==> config.mk <==
export PLATFORM = sky130hd
export DESIGN_NAME = uoi_mul
export DESIGN_NICKNAME = d
export VERILOG_FILES = /design/src/design/uoi_mul.sv
export SDC_FILE = /design/constraint.sdc
export NUM_CORES = 2
export LEC_CHECK = 0
export BUFFER_PORTS_ARGS = -buffer_cell sky130_fd_sc_hd__clkbuf_2
export CAP_MARGIN = 20
export CORE_ASPECT_RATIO = 1.25
export CORE_MARGIN = 8
export CORE_UTILIZATION = 40
export CTS_CLUSTER_DIAMETER = 30
export CTS_CLUSTER_SIZE = 25
export DETAILED_ROUTE_END_ITERATION = 6
export GPL_TIMING_DRIVEN = 0
export SYNTH_ARGS = -nofsm -noshare
export SYNTH_HDL_FRONTEND = slang
export SYNTH_SLANG_ARGS = --single-unit
==> constraint.sdc <==
create_clock -name aclk -period 10.15 [get_ports aclk]
set_clock_uncertainty 0.05 [all_clocks]
set_input_delay 1.015 -clock aclk [delete_from_list [all_inputs] [get_ports aclk]]
set_output_delay 1.015 -clock aclk [all_outputs]
set_load 0.01 [all_outputs]
==> src/design/uoi_mul.sv <==
module uoi_mul (
    input  logic               aclk,
    input  logic signed [33:0] a,
    input  logic signed [33:0] b,
    output logic signed [67:0] p
);
    // shared registered multiplier, split into 17-bit halves over two stages
    logic signed [16:0] ah, bh;
    logic        [16:0] al, bl;
    logic signed [33:0] hh_reg;
    logic signed [34:0] hl_reg, lh_reg;
    logic        [33:0] ll_reg;
    assign ah = a[33:17];
    assign bh = b[33:17];
    assign al = a[16:0];
    assign bl = b[16:0];
    always_ff @(posedge aclk) begin
        hh_reg <= ah * bh;
        hl_reg <= 35'(ah) * $signed({1'b0, bl});
        lh_reg <= $signed({1'b0, al}) * 35'(bh);
        ll_reg <= al * bl;
        p      <= (68'(hh_reg) <<< 34) + ((68'(hl_reg) + 68'(lh_reg)) <<< 17)
                  + $signed({34'd0, ll_reg});
    end
endmodule

Yosys cells after proc, flatten, opt, wreduce, memory -nomap -nowiden. Cells that the tools add are included.

Multiply operators: 4. Add/subtract/negate cells: 3.

Operators with widths (number): $add 68x35->68 (1); $add 68x53->68 (1); $mul 17x17->34 (2); $add 35x35->36 (1); $mul 17x18->35 (1); $mul 18x17->35 (1).

Output and inout bits: 68. Register bits after elaboration: 206. Input bits: 69.

Depth between registers and ports, before layout.
Depth after elaboration: 3. Mapped depth: 25.

Worst setup path before layout. Ideal clock, no wire load.

Path kind: input to register. Start: in b[25]. End: reg hh_reg[32]. Stages: 22. Data required time: 9.967 ns. Arrival: 6.729 ns. Path buffers: 2. Library setup time: 0.133 ns. Path slack: 3.237 ns. Path through: clkbuf_1 clkbuf_1 nand2_1 fa_1 inv_1 fa_1 fa_1 fa_1 fa_1 inv_1 fa_1 inv_1 ha_1 a21o_1 a211o_1 o41ai_2 o21ai_1 a21oi_1 o21a_1 o41ai_4 mux2i_1 o2111ai_1.

Longest elaborated chain between the ends: 1.

RTL lines: start, declared (line 4) `input logic signed [33:0] b,`; $mul 17x17->34 (line 18) `hh_reg <= ah * bh;`; end signal, assigned (line 18); end, declared (line 10) `logic signed [33:0] hh_reg;`.

No other way between the ends.

Final worst setup path.
Start: in a[12]. End: reg lh_reg[33].

Longest elaborated chain between the ends: 1.

RTL lines: start, declared (line 3) `input logic signed [33:0] a,`; $mul 18x17->35 (line 20) `lh_reg <= $signed({1'b0, al}) * 35'(bh);`; end signal, assigned (line 20); end, declared (line 11) `logic signed [34:0] hl_reg, lh_reg;`.

No other way between the ends.

==> metrics.txt <==
RR Startpoint hl_reg[0]; Post-synth EDFFs 0; multiplexer share of the synthesized area 0.0415%; syn_area_per_cell 9.06 um^2; hold_sp ll_reg[5]; final RePlAce weighted congestion 0.954; initial DRC count 2,288; Post-Synth XOR/XNOR Area 3.56%; reg2reg setup slack 3.33 ns; CTS clk-pin slew, worst paths 0.05 ns; R2R cell count 20; top-area cell type share of the netlist area 40.3%; Max Fclk 118 MHz; count leader, synth inv_1; vias per std cell 5.21; antenna-violating nets left 0; Post-Syn Area 48,200 um^2; final number of hold-violating endpoints 0; Post-Synthesis Cells 5,321; crit path kind in2reg; Seq cells post-synth 206; asr flop ratio synth 0%; Syn. warnings 0; Die W 327 um; max-slew violations 0; post-synthesis compound-gate area fraction 7.20%; RSZ-0062 raised after global routing no; CP max FO 10; setup bufs post-CTS 0; DP Cell Count 7,039; Die H 404 um; post-DP HPWL 136,000 um; post-synth top area cell fa_1; drt wl/cell 22.6 um; Root Buffer clkbuf_16; Rows 142; max FFs per register 68; worst skew pair latency 0.60 ns; DR pass1 iterations 6; worst r2r dst p[67]; clock sinks 206; Fillers 12,000; CTS Buf Count 51; total routed wirelength 162,000 um; max_cap viols 0; Die ar. 132,000 um^2; synth unique cells 81; DRC 0; minimum clock period 8.50 ns; hold depth 0; final period utilization 83.7%; H-tree level count 2; I/O Pins 137; Critical Path Source Type input port; Total GRT Usage 24.7%; Initial Utilization 40.3%; CP endpoint kind flip-flop; Layout Cells excl Fill 7,148; first-pass GRT wire length 246,000 um; total gr overflow 0; Worst Hold Slack 0.270 ns; syn_nets 6,894; final net count 7,081; TNS Setup 0 ns; endpoints failing setup 0; share of layout cells above drive strength 1 4.95%; Slew @ Worst Pin 1.28 ns; routed vias 37,300; number of gates resized after cts 0; largest net degree at the start of global routing 17; Area contributors post-synth fa_1 (40%), ha_1 (14%), inv_1 (8.9%); PortBufs 132; Hold Crit Class reg2reg; Worst Slack Setup Final 1.65 ns; Worst EP required 10.58 ns; Core Region 120,000 um^2; Min-Delay Endpoint p[5]; Slew HR 14.9%; Worst Path Arrival 8.92 ns; Commonest cells post-synth inv_1 (1,148), fa_1 (970), nand2_1 (619), and2_1 (572), ha_1 (534); sequential cell area fraction in the yosys report 8.55%; initial antenna violation count 23; vias in the first global route 40,400; CTS tree done; CTS Buffer Depth 3; Adder-Cell Fraction of Synth Area 54.1%; combinational family with the most area after synthesis adder cells; Layout area overhead 9.57%; hold buffer count at CTS 0; pre-CTS WS 1.17 ns; status completed; Synth Area in Simple Gates 15.9%; Main synth FF type dfxtp_1; Critical path origin a[12]
==> worst max-delay path by stage <==
stage,depth (start not counted),end
6_report,23,lh_reg[33]
5_1_grt,21,lh_reg[33]
4_1_cts,21,lh_reg[33]
3_5_place_dp,21,lh_reg[33]
3_3_place_gp,21,lh_reg[33]
2_1_floorplan,22,hh_reg[32]
==> per-layer routing <==
metal  global-route usage [%]  vias up  wire [um]
li1                         -    16500          -
met1                     28.5    18900      60300
met2                     42.5     1400      77200
met3                     4.74      476      11800
met4                     14.9        8      12300
met5                        0        -         56
==> stage by stage <==
step / utilization, % / instance area (um^2)
final: 44.1 / 52800
after global routing: 44.1 / 52800
after CTS: 44.1 / 52800
after detailed placement: 42.5 / 50900
after global placement: 42.5 / 50900
after floorplan: - / 48200
==> critical path, stage by stage <==
cell,delay [ns]
clkbuf_2,0.39
clkbuf_1,0.86
nand2_1,0.20
fa_1,0.57
fa_1,0.54
fa_1,0.53
inv_1,0.06
fa_1,0.49
fa_1,0.49
inv_1,0.05
fa_1,0.47
inv_1,0.04
ha_1,0.34
a21o_1,0.18
a21oi_1,0.13
nor2_1,0.05
a211oi_1,0.38
a21oi_1,0.18
o31ai_1,0.54
a211oi_1,0.22
o41ai_1,0.65
o21ai_1,0.14
xor2_1,0.37
==> cells by family (layout without fill, tap and decap cells) <==
logic type,count (synthesis),count (layout)
muxes,2,2
adders and majority gates,1504,1504
buffers and inverters,1361,1591
AOI/OAI and AO/OA,515,515
other,0,13
xor gates and xnor gates,196,196
DFF,206,206
and+or+nand+nor,1537,1537
==> cell usage in the layout (no fill, tap or decap), types with 43 or more instances in the layout <==
master and n:
inv_1 1148, xnor2_1 153, fa_1 970, and2_1 572, xor2_1 43, clkbuf_2 132
ha_1 534, nand2b_1 46, o21ai_0 72, clkbuf_16 52, nor2_1 134, a21o_1 89
dfxtp_1 206, clkbuf_1 211, a21oi_1 168, nand2_1 619
==> cell type report <==
class	count	area (um^2)	area share [%]
Multi-Input combinational cell	3754	39000	73.8
Clock buffer	53	1320	2.49
Sequential cell	206	4120	7.80
Inverter	1148	4310	8.15
Timing Repair Buffer	134	681	1.29
Antenna cell	13	32.5	0.0616
Tap cell	1584	1980	3.75
Clock inverter	43	603	1.14
Buffer	213	801	1.52
Power is not shown: default switching activity piles up to over one toggle a cycle in this logic, so the estimate is an artifact.
