==> config.mk <==
export PLATFORM = sky130hd
export DESIGN_NAME = uoi_cordic
export DESIGN_NICKNAME = d
export VERILOG_FILES = /design/src/design/uoi_pkg.sv /design/src/design/uoi_cordic.sv
export SDC_FILE = /design/constraint.sdc
export NUM_CORES = 1
export LEC_CHECK = 0
export ABC_AREA = 1
export BUFFER_PORTS_ARGS = -buffer_cell sky130_fd_sc_hd__buf_2
export CAP_MARGIN = 25
export CORE_MARGIN = 4
export CORE_UTILIZATION = 45
export DETAILED_ROUTE_END_ITERATION = 6
export HOLD_SLACK_MARGIN = 0.03
export PLACE_DENSITY_LB_ADDON = 0.05
export SKIP_LAST_GASP = 1
export SLEW_MARGIN = 20
export SYNTH_ARGS = -nofsm -noshare
export SYNTH_HDL_FRONTEND = slang
export SYNTH_SLANG_ARGS = --single-unit
==> constraint.sdc <==
create_clock -name aclk -period 5.3 [get_ports aclk]
set_input_delay 1.59 -clock aclk [delete_from_list [all_inputs] [get_ports aclk]]
set_output_delay 1.59 -clock aclk [all_outputs]
set_load 0.05 [all_outputs]
==> src/design/uoi_pkg.sv <==
package uoi_pkg;
    localparam int POS_WIDTH_DEF    = 48;
    localparam int CORDIC_STEPS_DEF = 16;
    localparam int ATAN_COUNT       = 24;
    localparam logic signed [33:0] CORDIC_GAIN = 34'sd652032874;
    localparam logic [24:0] YAW_SCALE_Q16 = 25'd22399067;

    localparam logic [1:0] OP_CMD    = 2'd0;
    localparam logic [1:0] OP_TICK   = 2'd1;
    localparam logic [1:0] OP_ENABLE = 2'd2;

    localparam logic [1:0] REG_LIN_LIMIT = 2'd0;
    localparam logic [1:0] REG_ANG_LIMIT = 2'd1;
    localparam logic [1:0] REG_TIMEOUT   = 2'd2;
    localparam logic [1:0] REG_MAX_STEP  = 2'd3;

    typedef struct packed {
        logic        start;
        logic [31:0] angle;
    } cordic_req_t;

    typedef struct packed {
        logic               done;
        logic signed [33:0] cos_v;
        logic signed [33:0] sin_v;
    } cordic_rsp_t;

    function automatic logic signed [33:0] atan_val(input logic [4:0] i);
        case (i)
            5'd0:  atan_val = 34'sd536870912;
            5'd1:  atan_val = 34'sd316933406;
            5'd2:  atan_val = 34'sd167458907;
            5'd3:  atan_val = 34'sd85004756;
            5'd4:  atan_val = 34'sd42667331;
            5'd5:  atan_val = 34'sd21354465;
            5'd6:  atan_val = 34'sd10679838;
            5'd7:  atan_val = 34'sd5340245;
            5'd8:  atan_val = 34'sd2670163;
            5'd9:  atan_val = 34'sd1335087;
            5'd10: atan_val = 34'sd667544;
            5'd11: atan_val = 34'sd333772;
            5'd12: atan_val = 34'sd166886;
            5'd13: atan_val = 34'sd83443;
            5'd14: atan_val = 34'sd41722;
            5'd15: atan_val = 34'sd20861;
            5'd16: atan_val = 34'sd10430;
            5'd17: atan_val = 34'sd5215;
            5'd18: atan_val = 34'sd2608;
            5'd19: atan_val = 34'sd1304;
            5'd20: atan_val = 34'sd652;
            5'd21: atan_val = 34'sd326;
            5'd22: atan_val = 34'sd163;
            5'd23: atan_val = 34'sd81;
            default: atan_val = 34'sd0;
        endcase
    endfunction
endpackage

==> src/design/uoi_cordic.sv <==
module uoi_cordic import uoi_pkg::*; #(
    parameter int CORDIC_STEPS = CORDIC_STEPS_DEF
) (
    input  logic        aclk,
    input  logic        aresetn,
    input  cordic_req_t req,
    output cordic_rsp_t rsp
);
    localparam int NSTEP = (CORDIC_STEPS < ATAN_COUNT) ? CORDIC_STEPS : ATAN_COUNT;

    // x,y stay within about 1.65 in Q2.30; z within 33 bits
    logic signed [33:0] x_reg, y_reg, z_reg;
    logic [4:0]         i_reg;
    logic               busy_reg, flip_reg, done_reg;
    logic signed [33:0] xs, ys, at;
    logic [31:0]        a_adj;
    logic               flip;

    assign flip  = (req.angle[31:30] == 2'd1) || (req.angle[31:30] == 2'd2);
    assign a_adj = flip ? (req.angle + 32'h8000_0000) : req.angle;
    assign xs = x_reg >>> i_reg;
    assign ys = y_reg >>> i_reg;
    assign at = atan_val(i_reg);

    always_ff @(posedge aclk) begin
        if (!aresetn) begin
            busy_reg <= 1'b0;
            done_reg <= 1'b0;
            i_reg    <= '0;
        end else begin
            done_reg <= 1'b0;
            if (req.start) begin
                busy_reg <= 1'b1;
                i_reg    <= '0;
                flip_reg <= flip;
                x_reg    <= CORDIC_GAIN;
                y_reg    <= '0;
                z_reg    <= {{2{a_adj[31]}}, a_adj};
            end else if (busy_reg) begin
                if (!z_reg[33]) begin
                    x_reg <= x_reg - ys; y_reg <= y_reg + xs; z_reg <= z_reg - at;
                end else begin
                    x_reg <= x_reg + ys; y_reg <= y_reg - xs; z_reg <= z_reg + at;
                end
                i_reg <= i_reg + 5'd1;
                if (i_reg == 5'(NSTEP - 1)) begin
                    busy_reg <= 1'b0;
                    done_reg <= 1'b1;
                end
            end
        end
    end

    assign rsp.done  = done_reg;
    assign rsp.cos_v = flip_reg ? -x_reg : x_reg;
    assign rsp.sin_v = flip_reg ? -y_reg : y_reg;
endmodule

# == Word level (Yosys, flattened, before mapping) ==
# Memory sizes are Yosys's and may differ from the RTL's. A register that Yosys moved wholly into a read port is not among the register bits.
# Cells that the tools add are included.
# totals
reg_bits,110
latch_bits,0
mem_bits_rw,0
rom_bits,960
output_inout_bits,69
elab_cells,47
n_memories,1
# op_classes
n_addsub,10
mul,0
div_mod_pow,0
order_cmp,0
eq_ne,3
shifts,2
mux,16
bitwise_logic,2
n_reduce_logical,6
# mem_list
name,depth,word_bits,rd,rd_ports_with_merged_regs,wr,line_no,source
(name not given),32,30,1,1,0,uoi_pkg.sv:29,case (i)
# ops
operator,count
$mux W34,9
$add A34 B34 Y34,3
$sub A34 B34 Y34,3
$neg A34 Y34,2
$sshr A34 B5 Y34,2
$add A32 B32 Y32 const B,1
$mux W32,1
$mux W5,2
$add A5 B1 Y5 const B,1
$eq A5 B4 Y1 const B,1
$mux W1,4
$reduce_and A2 Y1,2
$reduce_or A3 Y1,1
$eq A2 B1 Y1 const B,1
$eq A2 B2 Y1 const B,1
$not A1 Y1,2
$reduce_bool A2 Y1,1
$reduce_or A2 Y1,1
$logic_or A1 B1 Y1,1

# == Logic depth before layout (Yosys ltp) ==
# depth
word_depth,4
ltp_mapped,34

# == Worst setup path before layout ==
# No wires, ideal clock.
# synth_timing
path_type,input-to-reg
start,input req[32] in the netlist's numbering
end,register x_reg[0] (enable)
arrival_time_ns,4.444
path_slack_ns,0.392
stages,4
path_buffers,2
path_cell_list,clkbuf_1 buf_1 nand2_1 nand2_1
# synth_via
elab_chain_len,2
# synth_rtl
item,line_no,source
start: declaration,uoi_cordic.sv:6,"input cordic_req_t req,"
$reduce_bool A2 Y1 (no line),n/a,
$reduce_and A2 Y1 (no line),n/a,
end signal: assignment,uoi_cordic.sv:41,x_reg <= x_reg - ys; y_reg <= y_reg + xs; z_reg <= z_reg - at;
end signal: assignment,uoi_cordic.sv:43,x_reg <= x_reg + ys; y_reg <= y_reg - xs; z_reg <= z_reg + at;
end: declaration,uoi_cordic.sv:12,"logic signed [33:0] x_reg, y_reg, z_reg;"
# No other way between the ends.
# A chain may end at the register's enable or synchronous reset.

==> impl_metrics.json <==
{
  "core_area_um2": 41300,
  "gr-total-overflow": 0,
  "clk_pin_slew_worst_paths_ns": 0.08,
  "portBuffers": 103,
  "grt_pass1_wl_um": 112000,
  "die_h_um": 213,
  "synth_top_cells_by_count": "nand2_1 (801), nand3_1 (460), inv_1 (298)",
  "clk_latency_ns": 0.50,
  "ys_warn_count": 0,
  "first_iter_violations": 2349,
  "slew-limit-headroom_pct": 41.6,
  "ff2ff_setup_slack_ns": 0.27,
  "end_kind": "primary output",
  "synthArstFlopShare_pct": 0,
  "register_area_um2": 3840,
  "synth_area_um2": 19000,
  "layout-drive-gt1-share_pct": 10.8,
  "min_path_type": "reg -> reg",
  "num_rows": 74,
  "nNetsFinal": 3316,
  "multi_input_area_um2": 13400,
  "grt_max_degree": 68,
  "start_util_pct": 46.0,
  "drtPass1Iterations": 7,
  "drv_slew": 0,
  "ant_nets": 0,
  "antenna_found_initial": 0,
  "internal_power_w": 0.00466,
  "routedWlPerCell_um": 20.0,
  "synth-seq-cells": 140,
  "cts_tree": "yes",
  "power_frac_seq_pct": 17.9,
  "synthTopCellsByArea": "edfxtp_1 (16%), nand2_1 (16%), nand3_1 (12%)",
  "synth_top_area_share_pct": 16.3,
  "required_ns": 3.71,
  "finalSetupViolCount": 0,
  "p_switching_w": 0.00652,
  "skew_ns": 0.0131,
  "clkPwrFrac_pct": 11.5,
  "combPwrFrac_pct": 70.6,
  "cp_num_buf_inv": 3,
  "avgSynthCellArea_um2": 6.13,
  "crit_family": "simple AND/OR/NAND/NOR gates",
  "seq_area_frac_synth_pct": 20.2,
  "routed_wl_um": 74300,
  "cp.arrival_ns": 3.54,
  "ys_types": 61,
  "cts_hold_buffers": 0,
  "boundaryPins": 104,
  "clock-sinks": 140,
  "fin_crit_ns": 5.13,
  "cp_slowest_cell": "edfxtp_1",
  "hold_viol": 0,
  "slowest_delay_ns": 0.51,
  "cp_common_cell": "nand2_1",
  "cts_buffers": 17,
  "synth_flop_cell": "edfxtp_1",
  "violations": "DRC",
  "die_x_um": 213,
  "rsz0062_at_grt": "yes",
  "synth_edf_count": 103,
  "worst_slew_pin_slew_ns": 0.870,
  "period_share_pct": 96.8,
  "cp_max_fo": 5,
  "path_cells": "inv_2 -> ha_1 -> inv_1 -> nor3_1 -> nand3_1 -> nor3_1 -> nand2_1 -> nand2_1 -> nand2_1 -> nor2_1 -> nand2_1 -> nor2_1 -> o21ai_0 -> nor2_1 -> xor2_1 -> buf_4",
  "worst_slack_ns": 0.168,
  "power_w": 0.0112,
  "diodes": 0,
  "timing.fmax_mhz": 195,
  "max-clock-path-buffers": 2,
  "h-tree-depth": 4,
  "synth_area_leader_cell": "edfxtp_1",
  "cap_violations": 0,
  "peakVddDrop_uv": 354,
  "switching_share_pct": 58.3,
  "status": "finished, violations left",
  "critical_path_class": "reg -> out",
  "setup-tns-final_ns": 0,
  "cts_root_buffer": "clkbuf_16",
  "routed_via_density": 5.86,
  "die_area_um2": 45500,
  "critPathLaunchType": "flip-flop",
  "vias": 21752,
  "syn_nets": 3245,
  "drc": 2,
  "grt_pass1_vias": 20232,
  "grtUsageTotal_pct": 31.9,
  "place_worst_setup_slack_ns": 0.355,
  "syn_inst": 3094,
  "leakage_nw": 10.1,
  "syn_to_final_growth_pct": 9.71,
  "fillers": 4374,
  "dp_hpwl_um": 59700,
  "post-synth-top-count-cell": "nand2_1",
  "postLayoutCoreUtil_pct": 50.4,
  "p_per_area_nw_per_um2": 537,
  "gp_congestion": 1.04
}
[tightest hold or removal path, cell delays in order (launching register included)]
cell	delay [ns]
edfxtp_1	0.33
ha_1	0.13
nand2_1	0.05
nand2_1	0.05
[layout make-up]
type	instances	area share [%]
well taps	532	3.20
multi-input cells	2518	64.4
repair buffers	169	5.35
clock inverters	14	0.691
flip-flops and latches	140	18.4
clock buffers	18	2.16
inverters	319	5.76
[metal layers]
layer  routed length [um]  track usage [%]  vias to the layer above
li1                     -                -                    10537
met3                 5430             4.59                      157
met1                33100             44.3                    10108
met2                33100             50.8                      950
met4                 2740             11.7                        0
met5                    0                0                        -
[power groups by stage]
stage | logic [W] | clock network [W] | registers (W)
after floorplan | 0.00565 | 0 | 0.00181
after global placement | 0.00768 | 0 | 0.00201
after detailed placement | 0.00770 | 0 | 0.00201
after CTS | 0.00774 | 0.00132 | 0.00198
after global routing | 0.00868 | 0.00135 | 0.00201
final | 0.00789 | 0.00129 | 0.00200
[path summary, 6_finish.rpt]
kind,startpoint,cells after the start,end
worst max register to register,i_reg[1]$_SDFFE_PP0P_,24,y_reg[29]$_SDFFCE_PP0P_
worst max-delay path,y_reg[1]$_SDFFCE_PP0P_,16,rsp[32]
worst min-delay path,z_reg[0]$_DFFE_PP_,3,z_reg[0]$_DFFE_PP_
worst min register to register,z_reg[0]$_DFFE_PP_,3,z_reg[0]$_DFFE_PP_
[per-stage QoR]
step                      cells  hold slack (ns)  cell area, um^2
after global placement     3676            0.679            20200
after detailed placement   3676            0.652            20200
after floorplan            3094            0.604            19000
after global routing       3710            0.686            20800
after CTS                  3708            0.670            20800
final                      3710            0.660            20800
[layout by cell type (no fill, tap or decap), types with 57 or more instances in the layout]
cell / count
edfxtp_1: 103
ha_1: 113
inv_1: 296
buf_2: 101
xor2_1: 97
buf_4: 57
o21ai_0: 179
nand3_1: 460
nor2_1: 269
nand2_1: 800
a21oi_1: 204
[kinds of logic after synthesis]
group,share of synthesized area [%]
simple gates,40.1
compound gates,15.8
buf+inv,9.28
xor+xnor,6.78
flops,20.2
fa+ha+maj,7.77
[repair_timing]
action | CTS | global route
gates resized for setup | 2 | 10
endpoints found under the setup margin | 2 | 9
setup buffers | 0 | 2
Note: power is estimated with default switching activity, not from simulation.
